### config.mk
export PLATFORM = sky130hd
export DESIGN_NAME = baud_divisor_search_top
export DESIGN_NICKNAME = d
export VERILOG_FILES = /design/src/rtl/bds_pkg.sv /design/src/rtl/baud_divisor_search_top.sv /design/src/rtl/bds_ctrl.sv /design/src/rtl/bds_datapath.sv
export SDC_FILE = /design/constraint.sdc
export NUM_CORES = 1
export LEC_CHECK = 0
export ABC_AREA = 1
export ABC_CLOCK_PERIOD_IN_PS = 4600
export BUFFER_PORTS_ARGS = -buffer_cell sky130_fd_sc_hd__buf_2
export CORE_ASPECT_RATIO = 1.2
export CORE_MARGIN = 2
export CORE_UTILIZATION = 45
export CTS_CLUSTER_DIAMETER = 150
export DETAILED_ROUTE_END_ITERATION = 6
export GPL_TIMING_DRIVEN = 0
export PLACE_DENSITY_LB_ADDON = 0.15
export SLEW_MARGIN = 20
export SYNTH_ARGS = -nofsm -noshare
export SYNTH_HDL_FRONTEND = slang
export SYNTH_SLANG_ARGS = --single-unit
### constraint.sdc
create_clock -name clock -period 4.6 [get_ports clock]
set_clock_uncertainty 0.15 [all_clocks]
set_input_delay 0.69 -clock clock [delete_from_list [all_inputs] [get_ports clock]]
set_output_delay 0.69 -clock clock [all_outputs]
set_load 0.005 [all_outputs]
### src/rtl/bds_pkg.sv
// bds_pkg: shared constants, register indexes and the control/status
// structs between the search controller and the search datapath.
// No dependencies.
`timescale 1ns / 1ps
`default_nettype none

package bds_pkg;

   // Search limits
   localparam int unsigned MAX_DIVISOR = 255;
   localparam int unsigned CD_W        = $clog2(MAX_DIVISOR + 1);

   // Field widths
   localparam int unsigned CLOCK_W   = 29;
   localparam int unsigned TARGET_W  = 32;
   localparam int unsigned DIVISOR_W = 8;
   localparam int unsigned FRAC_W    = 3;
   localparam int unsigned RATE_W    = 29;
   localparam int unsigned FP_W      = 4;
   localparam int unsigned ERR_W     = TARGET_W + 1;

   localparam int unsigned REQ_DATA_W = 32;
   localparam int unsigned RSP_DATA_W = 40;

   // Divider: one quotient bit per cycle over the shifted numerator
   localparam int unsigned DIV_STEPS = RATE_W;
   localparam int unsigned DIV_CNT_W = $clog2(DIV_STEPS + 1);

   // Divisor start values and shifts (den = cd*128 async, cd*8 SPI)
   localparam logic [CD_W-1:0] CD_START_ASYNC = CD_W'(1);
   localparam logic [CD_W-1:0] CD_START_SPI   = CD_W'(6);
   localparam int unsigned     SHIFT_ASYNC    = 7;
   localparam int unsigned     SHIFT_SPI      = 3;
   localparam logic [FP_W-1:0] FP_FIRST       = FP_W'(8);
   localparam logic [FP_W-1:0] FP_LAST        = FP_W'(1);

   // Configuration register indexes
   localparam int unsigned CSR_IDX_W = 1;
   localparam logic [CSR_IDX_W-1:0] CSR_CLOCK_HZ = 1'b0;
   localparam logic [CSR_IDX_W-1:0] CSR_SPI_MODE = 1'b1;

   localparam logic [CLOCK_W-1:0] CLOCK_HZ_RESET = CLOCK_W'(48000000);

   typedef struct packed {
      logic init;      // latch target, reset best, first candidate
      logic div_load;  // load divider for current fp/cd
      logic div_step;  // one quotient bit
      logic eval;      // compare candidate, advance fp/cd
      logic out_load;  // move best into output register
   } ctl_type;

   typedef struct packed {
      logic div_last;    // divider takes its final step this cycle
      logic search_end;  // evaluated candidate ends the search
      logic out_free;    // output register can take a result
   } sts_type;

endpackage

`default_nettype wire

### src/rtl/baud_divisor_search_top.sv
// baud_divisor_search_top: fractional baud divisor search, top level.
// Depends on bds_pkg, bds_ctrl and bds_datapath.
`timescale 1ns / 1ps
`default_nettype none

// Takes a target baud rate and returns the divisor/fraction pair whose rate
// comes closest, rate = clock_hz*fp / (cd*128) async or clock_hz*fp / (cd*8)
// SPI, fp from 8 down to 1, cd upward from 1 (async) or 6 (SPI) to 255. A
// strictly smaller error wins; a pass over cd ends once a non-improving rate
// falls below the target; an exact hit at fp 8 ends the search. Fraction 8
// is reported as 0. One request is searched at a time. Each candidate takes
// one load, 29 steps of the bit-serial quotient divider and one compare. A
// full search is up to 8 x 255 candidates. The result sits in an output
// register; the search finishes in the background and waits only if the
// previous result has not been taken. clock_hz and spi_mode are written
// through the csr_ port and must only change while no request is in
// flight.

module baud_divisor_search_top (
   input  wire logic                              clock,
   input  wire logic                              reset,
   // Configuration writes
   input  wire logic                              csr_we,
   input  wire logic [bds_pkg::CSR_IDX_W-1:0]     csr_index,
   input  wire logic [bds_pkg::CLOCK_W-1:0]       csr_wdata,
   // Request stream
   input  wire logic                              req_tvalid,
   output logic                                   req_tready,
   input  wire logic [bds_pkg::REQ_DATA_W-1:0]    req_tdata,  // [31:0] target_baud
   // Result stream
   output logic                                   rsp_tvalid,
   input  wire logic                              rsp_tready,
   output logic [bds_pkg::RSP_DATA_W-1:0]         rsp_tdata   // [7:0] divisor,
                                                              // [10:8] fraction,
                                                              // [39:11] achieved_baud
);

   // Configuration registers
   logic [bds_pkg::CLOCK_W-1:0] clock_hz_ff;
   logic                        spi_mode_ff;

   bds_pkg::ctl_type ctl;
   bds_pkg::sts_type sts;

   logic [bds_pkg::DIVISOR_W-1:0] divisor;
   logic [bds_pkg::FRAC_W-1:0]    fraction;
   logic [bds_pkg::RATE_W-1:0]    achieved_baud;

   always_ff @(posedge clock) begin
      if (reset) begin
         clock_hz_ff <= bds_pkg::CLOCK_HZ_RESET;
         spi_mode_ff <= 1'b0;
      end else if (csr_we) begin
         unique case (csr_index)
            bds_pkg::CSR_CLOCK_HZ: clock_hz_ff <= csr_wdata;
            bds_pkg::CSR_SPI_MODE: spi_mode_ff <= csr_wdata[0];
            default: ;
         endcase
      end
   end

   // Sequencer: idle -> (load, divide, evaluate)* -> hand off result
   bds_ctrl u_ctrl (
      .clock     (clock),
      .reset     (reset),
      .req_valid (req_tvalid),
      .req_ready (req_tready),
      .sts       (sts),
      .ctl       (ctl)
   );

   // Divider, best-pair registers and output register
   bds_datapath u_datapath (
      .clock        (clock),
      .reset        (reset),
      .ctl          (ctl),
      .sts          (sts),
      .clock_hz     (clock_hz_ff),
      .spi_mode     (spi_mode_ff),
      .target_baud  (req_tdata),
      .out_valid    (rsp_tvalid),
      .out_ready    (rsp_tready),
      .out_divisor  (divisor),
      .out_fraction (fraction),
      .out_rate     (achieved_baud)
   );

   assign rsp_tdata = {achieved_baud, fraction, divisor};

endmodule

`default_nettype wire

### src/rtl/bds_ctrl.sv
// bds_ctrl: sequencer for the divisor search.
// Depends on bds_pkg (ctl_type, sts_type).
`timescale 1ns / 1ps
`default_nettype none

module bds_ctrl (
   input  wire logic            clock,
   input  wire logic            reset,
   input  wire logic            req_valid,
   output logic                 req_ready,
   input  bds_pkg::sts_type     sts,
   output bds_pkg::ctl_type     ctl
);

   typedef enum logic [2:0] {
      ST_IDLE,
      ST_LOAD,
      ST_DIVIDE,
      ST_EVAL,
      ST_FINISH
   } state_type;

   state_type state_ff;
   state_type state_in;

   always_comb begin
      state_in = state_ff;
      ctl      = '0;
      unique case (state_ff)
         ST_IDLE: begin
            if (req_valid) begin
               ctl.init = 1'b1;
               state_in = ST_LOAD;
            end
         end
         ST_LOAD: begin
            ctl.div_load = 1'b1;
            state_in     = ST_DIVIDE;
         end
         ST_DIVIDE: begin
            ctl.div_step = 1'b1;
            if (sts.div_last) state_in = ST_EVAL;
         end
         ST_EVAL: begin
            ctl.eval = 1'b1;
            state_in = sts.search_end ? ST_FINISH : ST_LOAD;
         end
         ST_FINISH: begin
            if (sts.out_free) begin
               ctl.out_load = 1'b1;
               state_in     = ST_IDLE;
            end
         end
         default: state_in = ST_IDLE;
      endcase
   end

   assign req_ready = (state_ff == ST_IDLE);

   always_ff @(posedge clock) begin
      if (reset) begin
         state_ff <= ST_IDLE;
      end else begin
         state_ff <= state_in;
      end
   end

endmodule

`default_nettype wire

### src/rtl/bds_datapath.sv
// bds_datapath: candidate rate divider, best-pair tracking and output register.
// Depends on bds_pkg (constants, ctl_type, sts_type).
`timescale 1ns / 1ps
`default_nettype none

module bds_datapath (
   input  wire logic                            clock,
   input  wire logic                            reset,
   input  bds_pkg::ctl_type                     ctl,
   output bds_pkg::sts_type                     sts,
   input  wire logic [bds_pkg::CLOCK_W-1:0]     clock_hz,
   input  wire logic                            spi_mode,
   input  wire logic [bds_pkg::TARGET_W-1:0]    target_baud,
   output logic                                 out_valid,
   input  wire logic                            out_ready,
   output logic [bds_pkg::DIVISOR_W-1:0]        out_divisor,
   output logic [bds_pkg::FRAC_W-1:0]           out_fraction,
   output logic [bds_pkg::RATE_W-1:0]           out_rate
);

   // Search position
   logic [bds_pkg::TARGET_W-1:0]  target_ff;
   logic [bds_pkg::FP_W-1:0]      fp_ff;
   logic [bds_pkg::CD_W-1:0]      cd_ff;
   logic [bds_pkg::CD_W-1:0]      cd_start;

   // Best so far
   logic [bds_pkg::ERR_W-1:0]     best_err_ff;
   logic [bds_pkg::CD_W-1:0]      best_cd_ff;
   logic [bds_pkg::FRAC_W-1:0]    best_fp_ff;
   logic [bds_pkg::RATE_W-1:0]    best_rate_ff;

   // Divider: quo_ff shifts numerator out and quotient in
   logic [bds_pkg::RATE_W-1:0]    quo_ff;
   logic [bds_pkg::CD_W-1:0]      rem_ff;
   logic [bds_pkg::DIV_CNT_W-1:0] cnt_ff;

   logic [bds_pkg::CLOCK_W+bds_pkg::FP_W-1:0] num;
   logic [bds_pkg::RATE_W-1:0]    num_shifted;
   logic [bds_pkg::CD_W:0]        trial;
   logic                          fits;

   logic [bds_pkg::TARGET_W-1:0]  rate_ext;
   logic [bds_pkg::TARGET_W-1:0]  err;
   logic                          improve;
   logic                          stop_all;
   logic                          inner_end;

   logic                          out_valid_ff;

   assign cd_start = spi_mode ? bds_pkg::CD_START_SPI : bds_pkg::CD_START_ASYNC;

   // floor(n / (cd << k)) == floor((n >> k) / cd)
   assign num         = {{bds_pkg::FP_W{1'b0}}, clock_hz}
                        * {{bds_pkg::CLOCK_W{1'b0}}, fp_ff};
   assign num_shifted = spi_mode ? bds_pkg::RATE_W'(num >> bds_pkg::SHIFT_SPI)
                                 : bds_pkg::RATE_W'(num >> bds_pkg::SHIFT_ASYNC);

   assign trial = {rem_ff, quo_ff[bds_pkg::RATE_W-1]};
   assign fits  = (trial >= {1'b0, cd_ff});

   // Candidate evaluation
   assign rate_ext  = bds_pkg::TARGET_W'(quo_ff);
   assign err       = (rate_ext >= target_ff) ? (rate_ext - target_ff)
                                              : (target_ff - rate_ext);
   assign improve   = ({1'b0, err} < best_err_ff);
   assign stop_all  = improve && (err == '0) && (fp_ff == bds_pkg::FP_FIRST);
   assign inner_end = (!improve && (rate_ext < target_ff))
                      || (cd_ff == bds_pkg::CD_W'(bds_pkg::MAX_DIVISOR));

   assign sts.div_last   = (cnt_ff == bds_pkg::DIV_CNT_W'(1));
   assign sts.search_end = stop_all || (inner_end && (fp_ff == bds_pkg::FP_LAST));
   assign sts.out_free   = !out_valid_ff || out_ready;

   always_ff @(posedge clock) begin
      if (ctl.init) begin
         target_ff    <= target_baud;
         fp_ff        <= bds_pkg::FP_FIRST;
         cd_ff        <= cd_start;
         best_err_ff  <= {1'b1, {bds_pkg::TARGET_W{1'b0}}};
         best_cd_ff   <= cd_start;
         best_fp_ff   <= '0;
         best_rate_ff <= '0;
      end else if (ctl.eval) begin
         if (improve) begin
            best_err_ff  <= {1'b0, err};
            best_rate_ff <= quo_ff;
            best_cd_ff   <= cd_ff;
            best_fp_ff   <= bds_pkg::FRAC_W'(fp_ff);  // 8 wraps to 0
         end
         if (inner_end) begin
            fp_ff <= fp_ff - bds_pkg::FP_W'(1);
            cd_ff <= cd_start;
         end else begin
            cd_ff <= cd_ff + bds_pkg::CD_W'(1);
         end
      end

      if (ctl.div_load) begin
         quo_ff <= num_shifted;
         rem_ff <= '0;
         cnt_ff <= bds_pkg::DIV_CNT_W'(bds_pkg::DIV_STEPS);
      end else if (ctl.div_step) begin
         quo_ff <= {quo_ff[bds_pkg::RATE_W-2:0], fits};
         rem_ff <= fits ? bds_pkg::CD_W'(trial - {1'b0, cd_ff})
                        : bds_pkg::CD_W'(trial);
         cnt_ff <= cnt_ff - bds_pkg::DIV_CNT_W'(1);
      end

      if (ctl.out_load) begin
         out_divisor  <= bds_pkg::DIVISOR_W'(best_cd_ff);
         out_fraction <= best_fp_ff;
         out_rate     <= best_rate_ff;
      end
   end

   always_ff @(posedge clock) begin
      if (reset) begin
         out_valid_ff <= 1'b0;
      end else if (ctl.out_load) begin
         out_valid_ff <= 1'b1;
      end else if (out_ready) begin
         out_valid_ff <= 1'b0;
      end
   end

   assign out_valid = out_valid_ff;

endmodule

`default_nettype wire

==> results.rst, run 1 <==
.. list-table::
   :header-rows: 1

   * - Metric
     - Value
   * - Outcome
     - complete, but fails checks
   * - Violated checks
     - negative setup slack
   * - Met1 global-route usage
     - 0.309
   * - Transition time at the pin with the least slew margin
     - 0.901 ns
   * - Dominant cell type by area after synthesis
     - sky130_fd_sc_hd__edfxtp_1
   * - Worst slew margin relative to its limit
     - 0.399
   * - Setup crit start kind
     - flop
   * - Fraction of the cycle the final worst path needs
     - 1.06
   * - Clock-pin slew on the worst setup and hold paths
     - 0.07 ns
   * - Number of port buffers
     - 108
   * - Global-route congestion overflow total
     - 0
   * - Post-route DRC violation count
     - 0
   * - Count of antenna-violating nets left after detailed routing
     - 0
   * - Overall track demand over capacity in global routing
     - 0.273
   * - Leading post-synthesis cells by instance count
     - sky130_fd_sc_hd__nand2_1, sky130_fd_sc_hd__inv_1, sky130_fd_sc_hd__a21oi_1, sky130_fd_sc_hd__nor2_1, sky130_fd_sc_hd__ha_1
   * - Static leakage power
     - 0.0109 µW
   * - Fin util
     - 0.544
   * - Most frequently used cell type in the post-synthesis netlist
     - sky130_fd_sc_hd__nand2_1
   * - Die Height
     - 223 µm
   * - Vias in the first global route
     - 16800
   * - Largest stage delay on the critical path
     - 0.52 ns
   * - R2R cell count
     - 31
   * - Peak supply drop
     - 0.293 mV
   * - Wire length per cell
     - 17.4 µm
   * - Cell area power density
     - 435 mW/mm²
   * - RSZ-0062 raised after global routing
     - yes
   * - Width of the die
     - 187 µm
   * - Average vias per placed instance
     - 5.13
   * - Clock tree from TritonCTS
     - built
   * - Area grow syn2layout
     - 19.9%
   * - Mapped Cells
     - 2540
   * - Most heavily used metal layer in global routing
     - met2
   * - Fraction of met3 tracks used by global routing
     - 0.0308
   * - Arrival time of data at the critical path endpoint
     - 5.20 ns
   * - Post-synthesis net count
     - 2802
   * - Site row count
     - 80
   * - Critical path class
     - flop to flop
   * - Area fraction of the dominant cell type after synthesis
     - 0.195
   * - Clock root buffer master
     - sky130_fd_sc_hd__clkbuf_16
   * - # diodes
     - 0
   * - Average cell area after synthesis
     - 7.09 µm²
   * - Async S/R FF share, synth
     - 0
   * - Maximum count of clock buffers along a single path
     - 3
   * - Warning count from the yosys run
     - 0
   * - Minimum setup slack after placement
     - -2.94 ns
   * - Starting utilization of the core area
     - 0.454
   * - Share of layout cells above drive strength 1
     - 0.157
   * - Final worst setup slack
     - -0.254 ns
   * - Share of the yosys chip area belonging to registers
     - 0.324
   * - Insertion delay to the later sink of the worst-skew pair
     - 0.56 ns
   * - Placeable core region
     - 0.0396 mm²
   * - Area of the mapped netlist
     - 0.0180 mm²
   * - Clock Sink Count
     - 233
   * - GP Congestion
     - 0.960
   * - Number of storage elements in the synthesis netlist
     - 233
   * - Fin. Hold Viols
     - 0
   * - Upper clock frequency limit
     - 206 MHz
   * - First-pass DRT Iterations
     - 7
   * - DRT iter0 DRCs
     - 982
   * - Nets
     - 2985
   * - Clock period minus final worst setup slack
     - 4.85 ns
   * - Synth unique cells
     - 51
   * - Post-synth EDFFs
     - 117
   * - Max-cap violations
     - 0
   * - Dominant register cell in the synthesized netlist
     - sky130_fd_sc_hd__edfxtp_1
   * - Type of the tightest min-delay check
     - primary input to flop
   * - Routed wire length
     - 57.0 mm
   * - Critical Path Most Common Cell
     - sky130_fd_sc_hd__nand2_2
   * - Highest-delay cell along the critical path
     - sky130_fd_sc_hd__edfxtp_1
   * - Maximum number of pins on one net before global-route repair
     - 33
   * - Setup crit end kind
     - flop
   * - Reg-to-Reg Start
     - u_datapath.quo_ff[0]
   * - Die ar.
     - 0.0416 mm²
   * - Number of primary I/O pins
     - 109
   * - CP startpoint
     - u_datapath.quo_ff[0]
   * - Top cells by area in the synthesized netlist
     - sky130_fd_sc_hd__edfxtp_1, sky130_fd_sc_hd__nand2_1, sky130_fd_sc_hd__dfxtp_1
   * - Total via count in the routed design
     - 16800
   * - End of the worst register-to-register path
     - u_datapath.best_rate_ff[0]
   * - Number of buffers created by CTS
     - 27
   * - Total number of H-tree levels
     - 1
   * - Worst setup slack for register-to-register paths
     - -0.25 ns
   * - Detailed Place HPWL
     - 45.9 mm
   * - Critical Path Sink
     - u_datapath.best_rate_ff[0]
   * - Required @ worst endpoint
     - 4.94 ns
   * - Count of hold-fix buffers inserted at cts
     - 0
   * - Global-route wire length before repair
     - 89.1 mm
   * - Initial antenna violation count
     - 0
   * - Global-route met2 utilization
     - 0.512
   * - Total setup violations reported at the end of the flow
     - 87
   * - Biggest fanout along the worst timing path
     - 10
   * - Number of pins exceeding their max-slew limit in the final report
     - 0
-- where the power goes --
group | internal (µW) | switching [µW] | total [µW] | leakage [µW]
sequential | 2540 | 229 | 2770 | 0.00205
clock | 1220 | 909 | 2130 | 0.000422
combinational | 1570 | 2920 | 4480 | 0.00845
total | 5330 | 4050 | 9390 | 0.0109
-- worst max-delay path, delay by kind of cell (launching register included) --
kind            cells  cell delay [ns]
compound gates      2             0.30
fa+ha+maj           3             0.82
flops               1             0.52
simple gates       16             1.61
buf+inv            10             1.35
-- metrics by stage --
stage / total power (µW) / cells / cell area (µm²) / TNS, ns / hold slack, ns
4_1_cts: 9200 / 3264 / 21200 / -21.56 / 0.132
3_3_place_gp: 6700 / 3181 / 19200 / -219.77 / 0.255
3_5_place_dp: 6770 / 3184 / 19300 / -218.24 / 0.255
2_1_floorplan: 5550 / 2540 / 18000 / 0 / 0.250
6_report: 9390 / 3277 / 21600 / -16.76 / 0.149
5_1_grt: 10100 / 3277 / 21600 / -39.41 / 0.141
-- cell type report --
cell class,instances,area [µm²]
plain buffers,61,524
clock inverters,17,169
clock buffers,33,708
inverters,491,1850
fillers,3924,18100
well taps,533,667
flip-flops and latches,233,5840
repair buffers,156,1140
multi-input cells,1753,10700
-- state kept, by name, indices dropped and copies added (netlist names) --
register,flops
u_datapath.best_cd_ff,8
u_datapath.best_fp_ff,3
u_datapath.cnt_ff,5
u_datapath.out_divisor,8
clock_hz_ff,29
u_datapath.out_fraction,3
u_datapath.quo_ff,29
u_datapath.best_err_ff,33
u_ctrl.state_ff,3
u_datapath.fp_ff,4
spi_mode_ff,1
u_datapath.rem_ff,8
u_datapath.cd_ff,8
u_datapath.best_rate_ff,29
u_datapath.target_ff,32
u_datapath.out_rate,29
u_datapath.out_valid,1
-- metal layers --
metal  up-vias  routed length [µm]
li1       8395                   -
met1      7869               22800
met2       396               28700
met3       135                2410
met4         0                3100
met5         -                   0
-- how the worst min path moves through the flow --
stage	from	endpoint	slack, ns	depth (start not counted)
3_5_place_dp	u_datapath.best_cd_ff[5]	u_datapath.out_divisor[5]	0.26	0
2_1_floorplan	u_datapath.best_cd_ff[0]	u_datapath.out_divisor[0]	0.25	0
4_1_cts	req_tdata[5]	u_datapath.target_ff[5]	0.13	1
6_report	req_tdata[5]	u_datapath.target_ff[5]	0.15	1
5_1_grt	req_tdata[29]	u_datapath.target_ff[29]	0.14	1
3_3_place_gp	u_datapath.best_cd_ff[0]	u_datapath.out_divisor[0]	0.25	0
-- cell usage in the layout, fill, tap and decap left out, types with 11 or more instances in the layout --
| master | instances |
|---|---|
| sky130_fd_sc_hd__nor2_1 | 143 |
| sky130_fd_sc_hd__buf_4 | 28 |
| sky130_fd_sc_hd__o221ai_1 | 12 |
| sky130_fd_sc_hd__dfxtp_1 | 113 |
| sky130_fd_sc_hd__nor2_4 | 12 |
| sky130_fd_sc_hd__clkbuf_16 | 35 |
| sky130_fd_sc_hd__nand4_1 | 33 |
| sky130_fd_sc_hd__buf_2 | 114 |
| sky130_fd_sc_hd__o21ai_1 | 36 |
| sky130_fd_sc_hd__a21oi_2 | 48 |
| sky130_fd_sc_hd__nand3_1 | 120 |
| sky130_fd_sc_hd__nand2_2 | 35 |
| sky130_fd_sc_hd__fa_1 | 54 |
| sky130_fd_sc_hd__xnor2_1 | 13 |
| sky130_fd_sc_hd__ha_1 | 124 |
| sky130_fd_sc_hd__o21ai_2 | 19 |
| sky130_fd_sc_hd__a21oi_1 | 115 |
| sky130_fd_sc_hd__edfxtp_1 | 117 |
| sky130_fd_sc_hd__clkbuf_1 | 32 |
| sky130_fd_sc_hd__nand2_1 | 745 |
| sky130_fd_sc_hd__o21ai_0 | 74 |
| sky130_fd_sc_hd__o211ai_1 | 11 |
| sky130_fd_sc_hd__inv_1 | 475 |
| sky130_fd_sc_hd__inv_2 | 12 |
| sky130_fd_sc_hd__xor2_1 | 37 |
-- cell families (layout without fill, tap and decap cells) --
logic type	Yosys count	in the layout	synth area share
AOI/OAI and AO/OA	363	363	0.112
DFF	233	233	0.324
and+or+nand+nor	1145	1145	0.263
buffers and inverters	554	758	0.118
xor gates and xnor gates	50	50	0.0243
adders and majority gates	195	195	0.159
-- timing repair --
action                     4_1_cts  5_1_grt
resized for setup              193      126
pin swaps                       24       57
hold endpoints to repair         0        0
gates cloned                     7        0
setup endpoints to repair      108      102
buffers inserted                25       14
(Power assumes the default switching activity.)
==> run 2, diff against run 1 <==
Settings changed: ABC_CLOCK_PERIOD_IN_PS 4600 to 5200, CORE_ASPECT_RATIO 1.2 to 0.75.
Clock period 4.6 ns to 5.2 ns, I/O delays scaled along.
==> results.rst, run 2 (synthesized netlist as in run 1, its figures left out) <==
.. list-table::
   :header-rows: 1

   * - Metric
     - Value
   * - Biggest fanout along the worst timing path
     - 10 (unchanged)
   * - RSZ-0062 raised after global routing
     - yes
   * - Highest-delay cell along the critical path
     - sky130_fd_sc_hd__edfxtp_1
   * - Critical path class
     - flop to flop
   * - Number of primary I/O pins
     - 109 (unchanged)
   * - Upper clock frequency limit
     - 198 MHz (-3.9%)
   * - Site row count
     - 63 (-21%)
   * - Nets
     - 2963 (-0.74%)
   * - Fraction of the cycle the final worst path needs
     - 0.972 (-0.0834)
   * - Vias in the first global route
     - 15700 (-6.3%)
   * - Clock tree from TritonCTS
     - built
   * - Design Power
     - 8200 µW (-13%)
   * - Worst slew margin relative to its limit
     - 0.421 (+0.0218)
   * - Share of layout cells above drive strength 1
     - 0.107 (-0.0497)
   * - First-pass DRT Iterations
     - 6 (-1)
   * - Type of the tightest min-delay check
     - primary input to flop
   * - Highest-count cells in the layout ignoring fill and taps
     - sky130_fd_sc_hd__nand2_1, sky130_fd_sc_hd__inv_1, sky130_fd_sc_hd__a21oi_1
   * - Maximum count of clock buffers along a single path
     - 3 (unchanged)
   * - Total setup violations reported at the end of the flow
     - 0 (-100%)
   * - GP Congestion
     - 0.957 (-0.30%)
   * - Required @ worst endpoint
     - 5.54 ns (+0.60 ns)
   * - Number of flip-flops under the largest register name
     - 33 (unchanged)
   * - Setup crit end kind
     - flop
   * - Transition time at the pin with the least slew margin
     - 0.864 ns (-0.0375 ns)
   * - Largest stage delay on the critical path
     - 0.37 ns (-0.15 ns)
   * - Detailed Place HPWL
     - 46.5 mm (+1.5%)
   * - Wire length per cell
     - 17.8 µm (+2.1%)
   * - Starting utilization of the core area
     - 0.456 (+0.00168)
   * - Clock-pin slew on the worst setup and hold paths
     - 0.07 ns (about the same)
   * - Average vias per placed instance
     - 5.24 (+2.2%)
   * - DRT iter0 DRCs
     - 1633 (+66%)
   * - Placeable core region
     - 0.0395 mm² (-0.37%)
   * - Count of hold-fix buffers inserted at cts
     - 0 (unchanged)
   * - Max-cap violations
     - 0 (unchanged)
   * - Setup crit start kind
     - flop
   * - Area grow syn2layout
     - 14.8%
   * - Clock period minus final worst setup slack
     - 5.05 ns (+0.199 ns)
   * - Largest registers
     - u_datapath.best_err_ff x33, u_datapath.target_ff x32
   * - Routed wire length
     - 57.5 mm (+0.98%)
   * - Width of the die
     - 235 µm (+26%)
   * - Most frequent standard cell in the layout excluding fill and tap cells
     - sky130_fd_sc_hd__nand2_1
   * - Total via count in the routed design
     - 17000 (+1.0%)
   * - Overall track demand over capacity in global routing
     - 0.273 (+0.000298)
   * - Arrival time of data at the critical path endpoint
     - 5.40 ns (+0.20 ns)
   * - Global-route wire length before repair
     - 88.2 mm (-1.1%)
   * - Initial antenna violation count
     - 0 (unchanged)
   * - Static leakage power
     - 0.0107 µW (-1.9%)
   * - Global-route congestion overflow total
     - 0 (unchanged)
   * - Peak supply drop
     - 0.332 mV (+13%)
   * - Number of port buffers
     - 108 (unchanged)
   * - Total number of H-tree levels
     - 1 (unchanged)
   * - # diodes
     - 0 (unchanged)
   * - Die ar.
     - 0.0416 mm² (about the same)
   * - Clock Sink Count
     - 233 (unchanged)
   * - Clock root buffer master
     - sky130_fd_sc_hd__clkbuf_16
   * - Fin. Hold Viols
     - 0 (unchanged)
   * - Outcome
     - finished, final reports clean
   * - Number of fill cells in the layout
     - 3928 (+0.10%)
   * - Maximum number of pins on one net before global-route repair
     - 24 (-27%)
   * - Register with the most flip-flops
     - u_datapath.best_err_ff
   * - Post-route DRC violation count
     - 0 (unchanged)
   * - Die Height
     - 177 µm (-21%)
   * - Insertion delay to the later sink of the worst-skew pair
     - 0.56 ns (about the same)
   * - Cell area power density
     - 396 mW/mm² (-8.8%)
   * - Critical Path Most Common Cell
     - sky130_fd_sc_hd__nand2_1
   * - Fin util
     - 0.524 (-0.0209)
   * - Number of buffers created by CTS
     - 25 (-7.4%)
   * - Count of antenna-violating nets left after detailed routing
     - 0 (unchanged)
   * - Number of pins exceeding their max-slew limit in the final report
     - 0 (unchanged)
[run 2: worst max-delay path: cells and delay by family, from the launching register on]
kind	cells	cell delay (ns)
flip-flops	1	0.37
buffers and inverters	8	1.12
AO/OA/AOI/OAI	4	0.57
AND/OR/NAND/NOR	18	1.92
adder cells (fa/ha/maj)	3	0.82
[run 2: path summary, 6_finish.rpt]
kind / startpoint / end / slack (ns) / cells after the start
hold / removal: req_tdata[23] / u_datapath.target_ff[23] / 0.24 / 1
setup reg to reg: u_datapath.quo_ff[0] / u_datapath.best_rate_ff[13] / 0.15 / 33
hold reg to reg: u_datapath.best_cd_ff[4] / u_datapath.out_divisor[4] / 0.27 / 0
setup / recovery: u_datapath.quo_ff[0] / u_datapath.best_rate_ff[13] / 0.15 / 33
[run 2: repair_timing]
item	in CTS	in global routing
pin swaps	6	11
setup endpoints to repair	98	93
setup buffers	16	10
gates resized for setup	56	50
[run 2: layer usage]
metal,wire length [µm],global-route usage,vias up,share of wire
li1,-,-,8335,-
met2,22300,0.391,579,0.39
met5,0,0,-,0
met4,978,0.0525,0,0.017
met3,4760,0.0446,50,0.083
met1,29500,0.429,8001,0.51
[run 2: stage by stage]
stage | hold WS (ns) | cell area, µm² | TNS, ns | setup slack (ns) | std cells
after floorplan | 0.250 | 18000 | 0 | 0.645 | 2540
after global placement | 0.255 | 19200 | -119.50 | -1.65 | 3168
after detailed placement | 0.256 | 19300 | -121.80 | -1.69 | 3171
after CTS | 0.227 | 20500 | 0 | 0.0373 | 3230
after global routing | 0.229 | 20700 | -0.708 | -0.0349 | 3240
final | 0.244 | 20700 | 0 | 0.147 | 3240
[run 2: layout make-up]
| type | instances | area, µm² | area share |
|---|---|---|---|
| Sequential cell | 233 | 5840 | 0.282 |
| Clock buffer | 28 | 637 | 0.0308 |
| Inverter | 491 | 1850 | 0.0894 |
| Tap cell | 520 | 651 | 0.0315 |
| Buffer | 60 | 367 | 0.0177 |
| Clock inverter | 18 | 295 | 0.0143 |
| Multi-Input combinational cell | 1753 | 10200 | 0.495 |
| Timing Repair Buffer | 137 | 803 | 0.0389 |
[run 2: where the power goes]
part           total, µW  internal [µW]  switching (µW)
sequential          2440           2250             194
clock               2080           1280             802
combinational       3670           1250            2420
